$ cat src/pci_pkg.sv
package pci_pkg;

  localparam int FRAC_BITS  = 16;
  localparam int ATTR_W     = 32;
  localparam int DEPTH_W    = 31;
  localparam int WEIGHT_W   = 17;
  localparam int LANES      = 3;

  // ratio = weight * 2^RATIO_FRAC / depth, saturated to RATIO_W bits
  localparam int RATIO_FRAC = 2 * FRAC_BITS;
  localparam int RATIO_W    = 46;
  localparam int RSUM_W     = 48;
  localparam int WSUM_W     = 64;
  localparam int TERM_SHIFT = FRAC_BITS;

  // serial divider: dividend shift register and quotient widths
  localparam int NUM_W      = WSUM_W + TERM_SHIFT;
  localparam int QUO_W      = WEIGHT_W + RATIO_FRAC;
  localparam int CNT_W      = $clog2(NUM_W + 1);
  localparam logic [CNT_W-1:0] RDIV_STEPS = CNT_W'(QUO_W);
  localparam logic [CNT_W-1:0] FDIV_STEPS = CNT_W'(NUM_W);

  // serial multiplier widths
  localparam int PROD_W     = ATTR_W + RATIO_W;
  localparam int TERM_W     = PROD_W - TERM_SHIFT;
  localparam int MCNT_W     = $clog2(ATTR_W);

  localparam logic [ATTR_W-1:0] SAT_MAX = {1'b0, {(ATTR_W-1){1'b1}}};
  localparam logic [ATTR_W-1:0] SAT_MIN = {1'b1, {(ATTR_W-1){1'b0}}};

  typedef struct packed {
    logic signed [ATTR_W-1:0] attr_x;
    logic signed [ATTR_W-1:0] attr_y;
    logic signed [ATTR_W-1:0] attr_z;
    logic [DEPTH_W-1:0]       depth;
    logic [WEIGHT_W-1:0]      weight;
  } pci_in_t;

  typedef struct packed {
    logic signed [ATTR_W-1:0] out_x;
    logic signed [ATTR_W-1:0] out_y;
    logic signed [ATTR_W-1:0] out_z;
    logic                     error;
  } pci_out_t;

  typedef struct packed {
    logic              start;
    logic [NUM_W-1:0]  num;
    logic [RSUM_W-1:0] den;
    logic [CNT_W-1:0]  steps;
  } pci_div_req_t;

  typedef enum logic [2:0] {
    ST_IDLE,
    ST_RDIV,
    ST_MUL,
    ST_NEXT,
    ST_FDIV,
    ST_DONE
  } pci_state_t;

endpackage

$ cat src/pci_sdiv.sv
module pci_sdiv import pci_pkg::*; (
  input  logic               clk,
  input  logic               rst_n,
  input  pci_div_req_t       req,
  output logic               done,
  output logic [QUO_W-1:0]   quo,
  output logic               ovf
);

  logic              busy_r, busy_nxt;
  logic              done_r, done_nxt;
  logic [CNT_W-1:0]  cnt_r, cnt_nxt;
  logic [NUM_W-1:0]  num_r, num_nxt;
  logic [RSUM_W-1:0] den_r, den_nxt;
  logic [RSUM_W-1:0] rem_r, rem_nxt;
  logic [QUO_W-1:0]  quo_r, quo_nxt;
  logic              ovf_r, ovf_nxt;

  logic [RSUM_W:0]   rem_sh;
  logic [RSUM_W+1:0] diff;
  logic              ge;

  always_comb begin
    // restoring step: one quotient bit per cycle
    rem_sh = {rem_r, num_r[NUM_W-1]};
    diff   = {1'b0, rem_sh} - {2'b00, den_r};
    ge     = !diff[RSUM_W+1];

    busy_nxt = busy_r;
    done_nxt = done_r;
    cnt_nxt  = cnt_r;
    num_nxt  = num_r;
    den_nxt  = den_r;
    rem_nxt  = rem_r;
    quo_nxt  = quo_r;
    ovf_nxt  = ovf_r;
    if (req.start) begin
      busy_nxt = 1'b1;
      done_nxt = 1'b0;
      cnt_nxt  = req.steps - CNT_W'(1);
      num_nxt  = req.num;
      den_nxt  = req.den;
      rem_nxt  = '0;
      quo_nxt  = '0;
      ovf_nxt  = 1'b0;
    end else if (busy_r) begin
      num_nxt = {num_r[NUM_W-2:0], 1'b0};
      rem_nxt = ge ? diff[RSUM_W-1:0] : rem_sh[RSUM_W-1:0];
      quo_nxt = {quo_r[QUO_W-2:0], ge};
      // sticky flag for quotient bits beyond the register
      ovf_nxt = ovf_r | quo_r[QUO_W-1];
      if (cnt_r == '0) begin
        busy_nxt = 1'b0;
        done_nxt = 1'b1;
      end else begin
        cnt_nxt = cnt_r - CNT_W'(1);
      end
    end
  end

  always_ff @(posedge clk) begin
    if (!rst_n) begin
      busy_r <= 1'b0;
      done_r <= 1'b0;
    end else begin
      busy_r <= busy_nxt;
      done_r <= done_nxt;
    end
  end

  always_ff @(posedge clk) begin
    cnt_r <= cnt_nxt;
    num_r <= num_nxt;
    den_r <= den_nxt;
    rem_r <= rem_nxt;
    quo_r <= quo_nxt;
    ovf_r <= ovf_nxt;
  end

  assign done = done_r;
  assign quo  = quo_r;
  assign ovf  = ovf_r;

endmodule

$ cat src/pci_smul.sv
module pci_smul import pci_pkg::*; (
  input  logic               clk,
  input  logic               rst_n,
  input  logic               start,
  input  logic [ATTR_W-1:0]  mag,
  input  logic [RATIO_W-1:0] ratio,
  output logic               done,
  output logic [TERM_W-1:0]  term
);

  logic               busy_r, busy_nxt;
  logic               done_r, done_nxt;
  logic [MCNT_W-1:0]  cnt_r, cnt_nxt;
  logic [RATIO_W-1:0] mcand_r, mcand_nxt;
  logic [ATTR_W-1:0]  mplier_r, mplier_nxt;
  logic [PROD_W-1:0]  prod_r, prod_nxt;

  logic [RATIO_W:0]   upper;

  always_comb begin
    // shift-add, multiplier bits lsb first
    upper = {1'b0, prod_r[PROD_W-1:ATTR_W]}
          + (mplier_r[0] ? {1'b0, mcand_r} : '0);

    busy_nxt   = busy_r;
    done_nxt   = done_r;
    cnt_nxt    = cnt_r;
    mcand_nxt  = mcand_r;
    mplier_nxt = mplier_r;
    prod_nxt   = prod_r;
    if (start) begin
      busy_nxt   = 1'b1;
      done_nxt   = 1'b0;
      cnt_nxt    = MCNT_W'(ATTR_W - 1);
      mcand_nxt  = ratio;
      mplier_nxt = mag;
      prod_nxt   = '0;
    end else if (busy_r) begin
      prod_nxt   = {upper, prod_r[ATTR_W-1:1]};
      mplier_nxt = {1'b0, mplier_r[ATTR_W-1:1]};
      if (cnt_r == '0) begin
        busy_nxt = 1'b0;
        done_nxt = 1'b1;
      end else begin
        cnt_nxt = cnt_r - MCNT_W'(1);
      end
    end
  end

  always_ff @(posedge clk) begin
    if (!rst_n) begin
      busy_r <= 1'b0;
      done_r <= 1'b0;
    end else begin
      busy_r <= busy_nxt;
      done_r <= done_nxt;
    end
  end

  always_ff @(posedge clk) begin
    cnt_r    <= cnt_nxt;
    mcand_r  <= mcand_nxt;
    mplier_r <= mplier_nxt;
    prod_r   <= prod_nxt;
  end

  assign done = done_r;
  assign term = prod_r[PROD_W-1:TERM_SHIFT];

endmodule

$ cat src/perspective_correct_interpolator_unit.sv
// Perspective-correct interpolator: takes a triangle's three vertices as three requests
// (attribute x/y/z Q16.16, depth Q15.16, weight Q1.16) and returns one result after the
// third, the weight/depth-weighted attribute mean in Q16.16, truncated and saturated, with
// error set and zero values when a depth or the ratio sum is zero. Requests are taken one
// at a time. A vertex with nonzero depth passes through the bit-serial weight/depth
// divider, then the three bit-serial multipliers that run side by side; a zero-depth
// vertex skips both. Unless an error is set, the third vertex then runs the 80-step final
// divides, the three components in parallel. A finished result sits in an output
// register, so the next triangle's first vertex is accepted while it waits to be taken.
module perspective_correct_interpolator_unit import pci_pkg::*; (
  input  logic     clk,
  input  logic     rst_n,
  input  logic     in_valid,
  output logic     in_ready,
  input  pci_in_t  in_data,
  output logic     out_valid,
  input  logic     out_ready,
  output pci_out_t out_data
);

  pci_state_t        state_r, state_nxt;
  logic [1:0]        cnt_r, cnt_nxt;
  logic              zseen_r, zseen_nxt;
  logic              err_r, err_nxt;
  logic [RSUM_W-1:0] rsum_r, rsum_nxt;
  logic [WSUM_W-1:0] wsum_r [LANES];
  logic [WSUM_W-1:0] wsum_nxt [LANES];
  logic [ATTR_W-1:0] attr_r [LANES];
  logic [ATTR_W-1:0] attr_nxt [LANES];
  logic              out_valid_r, out_valid_nxt;
  pci_out_t          out_data_r, out_data_nxt;

  pci_div_req_t      div_req [LANES];
  logic              div_done [LANES];
  logic [QUO_W-1:0]  div_quo [LANES];
  logic              div_ovf [LANES];
  logic              mul_start;
  logic [ATTR_W-1:0] mul_mag [LANES];
  logic              mul_done [LANES];
  logic [TERM_W-1:0] mul_term [LANES];
  logic [RATIO_W-1:0] ratio_c;
  logic [ATTR_W-1:0] fin_val [LANES];
  logic [WSUM_W-1:0] fin_mag;

  // quotient to saturated signed Q16.16
  function automatic logic [ATTR_W-1:0] fin_value(logic neg, logic ovf,
                                                  logic [QUO_W-1:0] q);
    logic              big;
    logic [ATTR_W-1:0] lo;
    big = ovf || (|q[QUO_W-1:ATTR_W]);
    lo  = q[ATTR_W-1:0];
    if (neg) begin
      if (big || lo > SAT_MIN) return SAT_MIN;
      return -lo;
    end
    if (big || lo[ATTR_W-1]) return SAT_MAX;
    return lo;
  endfunction

  for (genvar g = 0; g < LANES; g++) begin : g_lane
    pci_sdiv u_div (
      .clk   (clk),
      .rst_n (rst_n),
      .req   (div_req[g]),
      .done  (div_done[g]),
      .quo   (div_quo[g]),
      .ovf   (div_ovf[g])
    );
    pci_smul u_mul (
      .clk   (clk),
      .rst_n (rst_n),
      .start (mul_start),
      .mag   (mul_mag[g]),
      .ratio (ratio_c),
      .done  (mul_done[g]),
      .term  (mul_term[g])
    );
  end

  always_comb begin
    fin_mag = '0;
    ratio_c = (div_ovf[0] || (|div_quo[0][QUO_W-1:RATIO_W])) ? '1
                                                              : div_quo[0][RATIO_W-1:0];
    for (int k = 0; k < LANES; k++) begin
      fin_mag = wsum_r[k][WSUM_W-1] ? -wsum_r[k] : wsum_r[k];
      div_req[k].start = 1'b0;
      div_req[k].num   = {fin_mag, {TERM_SHIFT{1'b0}}};
      div_req[k].den   = rsum_r;
      div_req[k].steps = FDIV_STEPS;
      mul_mag[k] = attr_r[k][ATTR_W-1] ? -attr_r[k] : attr_r[k];
      fin_val[k] = fin_value(wsum_r[k][WSUM_W-1], div_ovf[k], div_quo[k]);
      wsum_nxt[k] = wsum_r[k];
      attr_nxt[k] = attr_r[k];
    end
    if (state_r == ST_IDLE) begin
      // lane 0 divider doubles as the weight/depth unit
      div_req[0].num   = {in_data.weight, {(NUM_W-WEIGHT_W){1'b0}}};
      div_req[0].den   = RSUM_W'(in_data.depth);
      div_req[0].steps = RDIV_STEPS;
    end

    state_nxt     = state_r;
    cnt_nxt       = cnt_r;
    zseen_nxt     = zseen_r;
    err_nxt       = err_r;
    rsum_nxt      = rsum_r;
    mul_start     = 1'b0;
    in_ready      = 1'b0;
    out_valid_nxt = out_valid_r && !out_ready;
    out_data_nxt  = out_data_r;

    unique case (state_r)
      ST_IDLE: begin
        in_ready = 1'b1;
        if (in_valid) begin
          attr_nxt[0] = in_data.attr_x;
          attr_nxt[1] = in_data.attr_y;
          attr_nxt[2] = in_data.attr_z;
          if (in_data.depth == '0) begin
            zseen_nxt = 1'b1;
            state_nxt = ST_NEXT;
          end else begin
            div_req[0].start = 1'b1;
            state_nxt = ST_RDIV;
          end
        end
      end
      ST_RDIV: begin
        if (div_done[0]) begin
          rsum_nxt  = rsum_r + RSUM_W'(ratio_c);
          mul_start = 1'b1;
          state_nxt = ST_MUL;
        end
      end
      ST_MUL: begin
        if (mul_done[0] && mul_done[1] && mul_done[2]) begin
          for (int k = 0; k < LANES; k++) begin
            wsum_nxt[k] = attr_r[k][ATTR_W-1] ? wsum_r[k] - WSUM_W'(mul_term[k])
                                              : wsum_r[k] + WSUM_W'(mul_term[k]);
          end
          state_nxt = ST_NEXT;
        end
      end
      ST_NEXT: begin
        if (cnt_r != 2'd2) begin
          cnt_nxt   = cnt_r + 2'd1;
          state_nxt = ST_IDLE;
        end else if (zseen_r || rsum_r == '0) begin
          err_nxt   = 1'b1;
          state_nxt = ST_DONE;
        end else begin
          err_nxt = 1'b0;
          for (int k = 0; k < LANES; k++) div_req[k].start = 1'b1;
          state_nxt = ST_FDIV;
        end
      end
      ST_FDIV: begin
        if (div_done[0] && div_done[1] && div_done[2]) state_nxt = ST_DONE;
      end
      ST_DONE: begin
        if (!out_valid_r || out_ready) begin
          out_valid_nxt      = 1'b1;
          out_data_nxt.out_x = err_r ? '0 : fin_val[0];
          out_data_nxt.out_y = err_r ? '0 : fin_val[1];
          out_data_nxt.out_z = err_r ? '0 : fin_val[2];
          out_data_nxt.error = err_r;
          cnt_nxt   = '0;
          zseen_nxt = 1'b0;
          rsum_nxt  = '0;
          for (int k = 0; k < LANES; k++) wsum_nxt[k] = '0;
          state_nxt = ST_IDLE;
        end
      end
      default: state_nxt = ST_IDLE;
    endcase
  end

  always_ff @(posedge clk) begin
    if (!rst_n) begin
      state_r     <= ST_IDLE;
      cnt_r       <= '0;
      zseen_r     <= 1'b0;
      rsum_r      <= '0;
      out_valid_r <= 1'b0;
      for (int k = 0; k < LANES; k++) wsum_r[k] <= '0;
    end else begin
      state_r     <= state_nxt;
      cnt_r       <= cnt_nxt;
      zseen_r     <= zseen_nxt;
      rsum_r      <= rsum_nxt;
      out_valid_r <= out_valid_nxt;
      for (int k = 0; k < LANES; k++) wsum_r[k] <= wsum_nxt[k];
    end
  end

  always_ff @(posedge clk) begin
    err_r      <= err_nxt;
    out_data_r <= out_data_nxt;
    for (int k = 0; k < LANES; k++) attr_r[k] <= attr_nxt[k];
  end

  assign out_valid = out_valid_r;
  assign out_data  = out_data_r;

`ifndef SYNTH
  a_cnt_range: assert property (@(posedge clk) disable iff (!rst_n)
    cnt_r != 2'd3)
    else $error("vertex count out of range");

  a_result_src: assert property (@(posedge clk) disable iff (!rst_n)
    $rose(out_valid_r) |-> $past(state_r) == ST_DONE)
    else $error("result raised outside done state");

  a_sums_clear: assert property (@(posedge clk) disable iff (!rst_n)
    (state_r == ST_DONE && state_nxt == ST_IDLE) |=>
      (rsum_r == '0 && cnt_r == 2'd0 && !zseen_r))
    else $error("sums not cleared after result");

  a_err_zero: assert property (@(posedge clk) disable iff (!rst_n)
    (out_valid_r && out_data_r.error) |->
      (out_data_r.out_x == '0 && out_data_r.out_y == '0 && out_data_r.out_z == '0))
    else $error("error result carries nonzero values");
`endif

endmodule
$ cat config.mk
export PLATFORM = sky130hd
export DESIGN_NAME = perspective_correct_interpolator_unit
export DESIGN_NICKNAME = d
export VERILOG_FILES = /design/src/pci_pkg.sv /design/src/pci_sdiv.sv /design/src/pci_smul.sv /design/src/perspective_correct_interpolator_unit.sv
export SDC_FILE = /design/constraint.sdc
export NUM_CORES = 2
export LEC_CHECK = 0
export BUFFER_PORTS_ARGS = -buffer_cell sky130_fd_sc_hd__buf_4
export CELL_PAD_IN_SITES_DETAIL_PLACEMENT = 0
export CELL_PAD_IN_SITES_GLOBAL_PLACEMENT = 1
export CORE_UTILIZATION = 53
export DETAILED_ROUTE_END_ITERATION = 7
export PLACE_DENSITY_LB_ADDON = 0.25
export SETUP_SLACK_MARGIN = 0.02
export SKIP_LAST_GASP = 1
export SLEW_MARGIN = 10
export SYNTH_ARGS = -nofsm -noshare
export SYNTH_HDL_FRONTEND = slang
export SYNTH_SLANG_ARGS = --single-unit
export TNS_END_PERCENT = 50
$ cat constraint.sdc
create_clock -name clk -period 17.3 [get_ports clk]
set_clock_uncertainty 0.2 [all_clocks]
set_input_delay 1.73 -clock clk [delete_from_list [all_inputs] [get_ports clk]]
set_output_delay 1.73 -clock clk [all_outputs]
set_load 0.1 [all_outputs]
==> impl_metrics.yaml <==
synth:
  yosysWarnings: 0
  synth_cell_type_count: 90
  synth_common_cells: "1,040 x nand2_1, 977 x o21ai_0, 909 x nor2_1"
  synth.top_cell.area_share_pct: 20.3
  yosysSeqAreaShare_pct: 36.8
  synth_area_leaders: "edfxtp_1 20%, dfxtp_1 16%, ha_1 7.2%, o21ai_0 5.2%, xnor2_1 4.6%"
  yosysMostFrequentCell: "nand2_1"
  syn_area_per_cell_sq_um: 8.57
  ys.flop_type: "dfxtp_1"
  yosys.area.top_type: "edfxtp_1"
  synth_fp_nets: 11600
  synth_edf_count: 631
  yosys_register_bits: 1399
  synthCells: 10900
  synthesis.area_sq_mm: 0.0933
  synth-async-reset-ratio_pct: 0
finish:
  drive_gt1_share_pct: 6.30
  post-route-util_pct: 58.5
  syn2layout_area_growth_pct: 9.39
  fillCellCount: 15700
  nNetsFinal: 11500
  fin_cells: 13300
outcome:
  status: "finished, final reports clean"
pwr:
  p_seq_share_pct: 33.1
  power_density_mw_per_mm2: 129
  p_leak_nw: 42.0
  clkPwrFrac_pct: 26.8
  p_sw_w: 0.00516
  p_int_w: 0.00799
  combPwrFrac_pct: 40.1
  fin_total_pwr_w: 0.0131
  max-vdd-ir-drop_mv: 0.106
  switching_share_pct: 39.3
worst_setup_path:
  crit_path_end_kind: "flip-flop"
  crit_chain: "or4_1, nor4_1, and4_1, and3_1, nor2b_1, a21oi_1, xnor2_1, ha_1, nand2_1, nor2_1, or4b_2, o31a_1, o31ai_1, a22oi_1, a211o_1, o31a_1"
  cp_data_required_time_ps: 17810
  r2r_cells: 16
  timing.rr.end: "wsum_r[0][191]"
  worstPathArrival_ps: 6780
  crit_path_frequent_cell: "o31a_1"
  cp_max_fo: 8
  rr_startpoint: "g_lane[2].u_mul.prod_r[19]"
  criticalPathCategory: "flip-flop to flip-flop"
  startpoint_type: "flip-flop"
  r2r_setup_slack_ps: 11030
  slowest_delay_ps: 600
  crit_slowest_cell: "or4b_2"
clock_tree:
  postCtsHoldBufs: 0
  cts_repair_resize_count: 0
  htreeDepth: 4
  cts_root_buf: "clkbuf_16"
  cts_setup_buffers: 0
  clkTransAtPathRegs_ps: 70
  clock-sinks: 1399
  clock_path_buffers: 3
  cts_tree: "done"
  cts_buffers: 158
  clk-insertion-delay-late_ps: 830
sta:
  setup_viol: 0
  worst_slack_ps: 11030
  timing.final.crit_share_pct: 36.2
  maxSlewViolCount: 0
  tightest_slew_ps: 1140
  setup_tns_ps: 0
  fmax_mhz: 160
  period_needed_ps: 6270
  finalHoldViolations: 0
  slew_headroom_pct: 23.0
  rsz0062_at_grt: "false"
placement:
  place_inst: 12900
  pre_cts_ws_ps: 10870
  dpl.hpwl_um: 197000
  io_buffers: 246
  gp_congestion: 0.935
min_path:
  hold_path_depth: 2
  min_to: "g_lane[0].u_mul.cnt_r[4]"
  hold_start: "g_lane[0].u_mul.cnt_r[4]"
  hold_path_class: "flip-flop to flip-flop"
floorplanning:
  num_rows: 153
  initial_utilization_pct: 53.5
  die_x_um: 421
  die_h_um: 421
  ioPinCount: 247
  die-area_sq_mm: 0.178
  coreArea_sq_mm: 0.174
routing:
  dr_total_vias: 80200
  drc_errors: 0
  routed_via_density: 6.05
  wl_um: 269000
  wl_per_cell_um: 20.3
  drtIter0Drc: 6540
  drt-pass1-iter-count: 6
  route.antenna.remaining_nets: 0
global_routing:
  gr-total-overflow: 0
  grt_pass1_wl_um: 418000
  grt_pass1_vias: 75200
  grt_max_degree: 221
  antenna_found_initial: 22
  grt_usage_pct: 29.2
job:
  drv_cap: 0
==> cell usage in the layout, fill, tap and decap left out, types with 94 or more instances in the layout <==
master     netlist  layout
nor3_1         216     216
a21o_1         338     338
nand2b_1       134     132
dfxtp_1        768     759
a21oi_1        831     831
nor2_1         909     906
a22oi_1         99      99
clkbuf_16        0     168
xnor2_1        489     489
xor2_1         442     442
nor4_1          99      97
o21bai_1        94      94
o31ai_1        113     113
and2_1         215     213
or3_1          112     111
inv_1          334     330
a31oi_1        111     111
nor2b_1        210     210
nand4_1        119     119
mux2i_1        339     339
nand3_1        206     205
o21ai_0        977     977
nand2_1       1040    1039
ha_1           538     538
buf_4            0     315
edfxtp_1       631     631
==> metrics by stage <==
stage                     hold slack (ps)  area (sq um)
after global placement                244         96500
after CTS                             264        102000
after global routing                  302        102000
final                                 262        102000
after floorplan                       229         93300
after detailed placement              254         96500
==> power by group through the flow <==
stage / Sequential (W) / Clock (W) / Combinational (W)
global placement: 0.00441 / 0 / 0.00513
floorplan: 0.00425 / 0 / 0.00407
detailed placement: 0.00442 / 0 / 0.00520
finish: 0.00435 / 0.00352 / 0.00527
CTS: 0.00435 / 0.00359 / 0.00523
global route: 0.00440 / 0.00371 / 0.00583
==> worst max-delay path, delay by kind of cell, from the launching register on <==
kind	cells	cell delay, ps
AOI/OAI and AO/OA	6	1610
xor gates and xnor gates	1	180
adders and majority gates	1	430
DFF	1	370
and+or+nand+nor	8	3360
==> layer usage <==
metal	GRT usage (%)	routed length (um)
met1	38.2	116000
met2	48.7	127000
met4	11.2	10100
met5	0	38
met3	4.11	16000
==> cells by family after synthesis <==
kind of cell / Yosys count / synth area share, %
adder cells (fa/ha/maj): 548 / 7.43
multiplexers: 346 / 3.72
flip-flops: 1399 / 36.8
AO/OA/AOI/OAI: 3172 / 21.1
buffers and inverters: 917 / 3.69
XOR/XNOR: 931 / 8.74
AND/OR/NAND/NOR: 3569 / 18.5
==> worst max-delay path by stage <==
stage	to	depth (start not counted)	slack, ps	startpoint
2_1_floorplan	g_lane[0].u_div.den_r[0]	5	10520	in_valid
3_3_place_gp	wsum_r[0][189]	19	10970	g_lane[2].u_mul.prod_r[19]
4_1_cts	wsum_r[0][189]	19	10840	g_lane[2].u_mul.prod_r[19]
3_5_place_dp	wsum_r[0][189]	19	10870	g_lane[2].u_mul.prod_r[19]
6_report	wsum_r[0][191]	16	11030	g_lane[2].u_mul.prod_r[19]
5_1_grt	wsum_r[0][189]	19	10660	g_lane[2].u_mul.prod_r[19]
==> layout make-up <==
class	instances	area, sq um	share of cell area [%]
Multi-Input combinational cell	8566	55600	54.5
Inverter	337	1280	1.25
Tap cell	2325	2910	2.85
Clock buffer	208	4470	4.39
Timing Repair Buffer	316	2380	2.34
Clock inverter	88	967	0.948
Antenna cell	26	65.1	0.0638
Sequential cell	1399	34300	33.7
==> registers in the layout, summed over array words and instances, names as in the netlist, 15 cells and up <==
| name | count |
|---|---|
| attr_r | 96 |
| g_lane.u_div.cnt_r | 21 |
| g_lane.u_div.den_r | 96 |
| g_lane.u_div.num_r | 192 |
| g_lane.u_div.quo | 147 |
| g_lane.u_div.rem_r | 144 |
| g_lane.u_mul.cnt_r | 15 |
| g_lane.u_mul.mcand_r | 46 |
| g_lane.u_mul.mplier_r | 96 |
| g_lane.u_mul.prod_r | 186 |
| out_data | 97 |
| rsum_r | 48 |
| wsum_r | 192 |
Note: power is estimated with default switching activity, not from simulation.
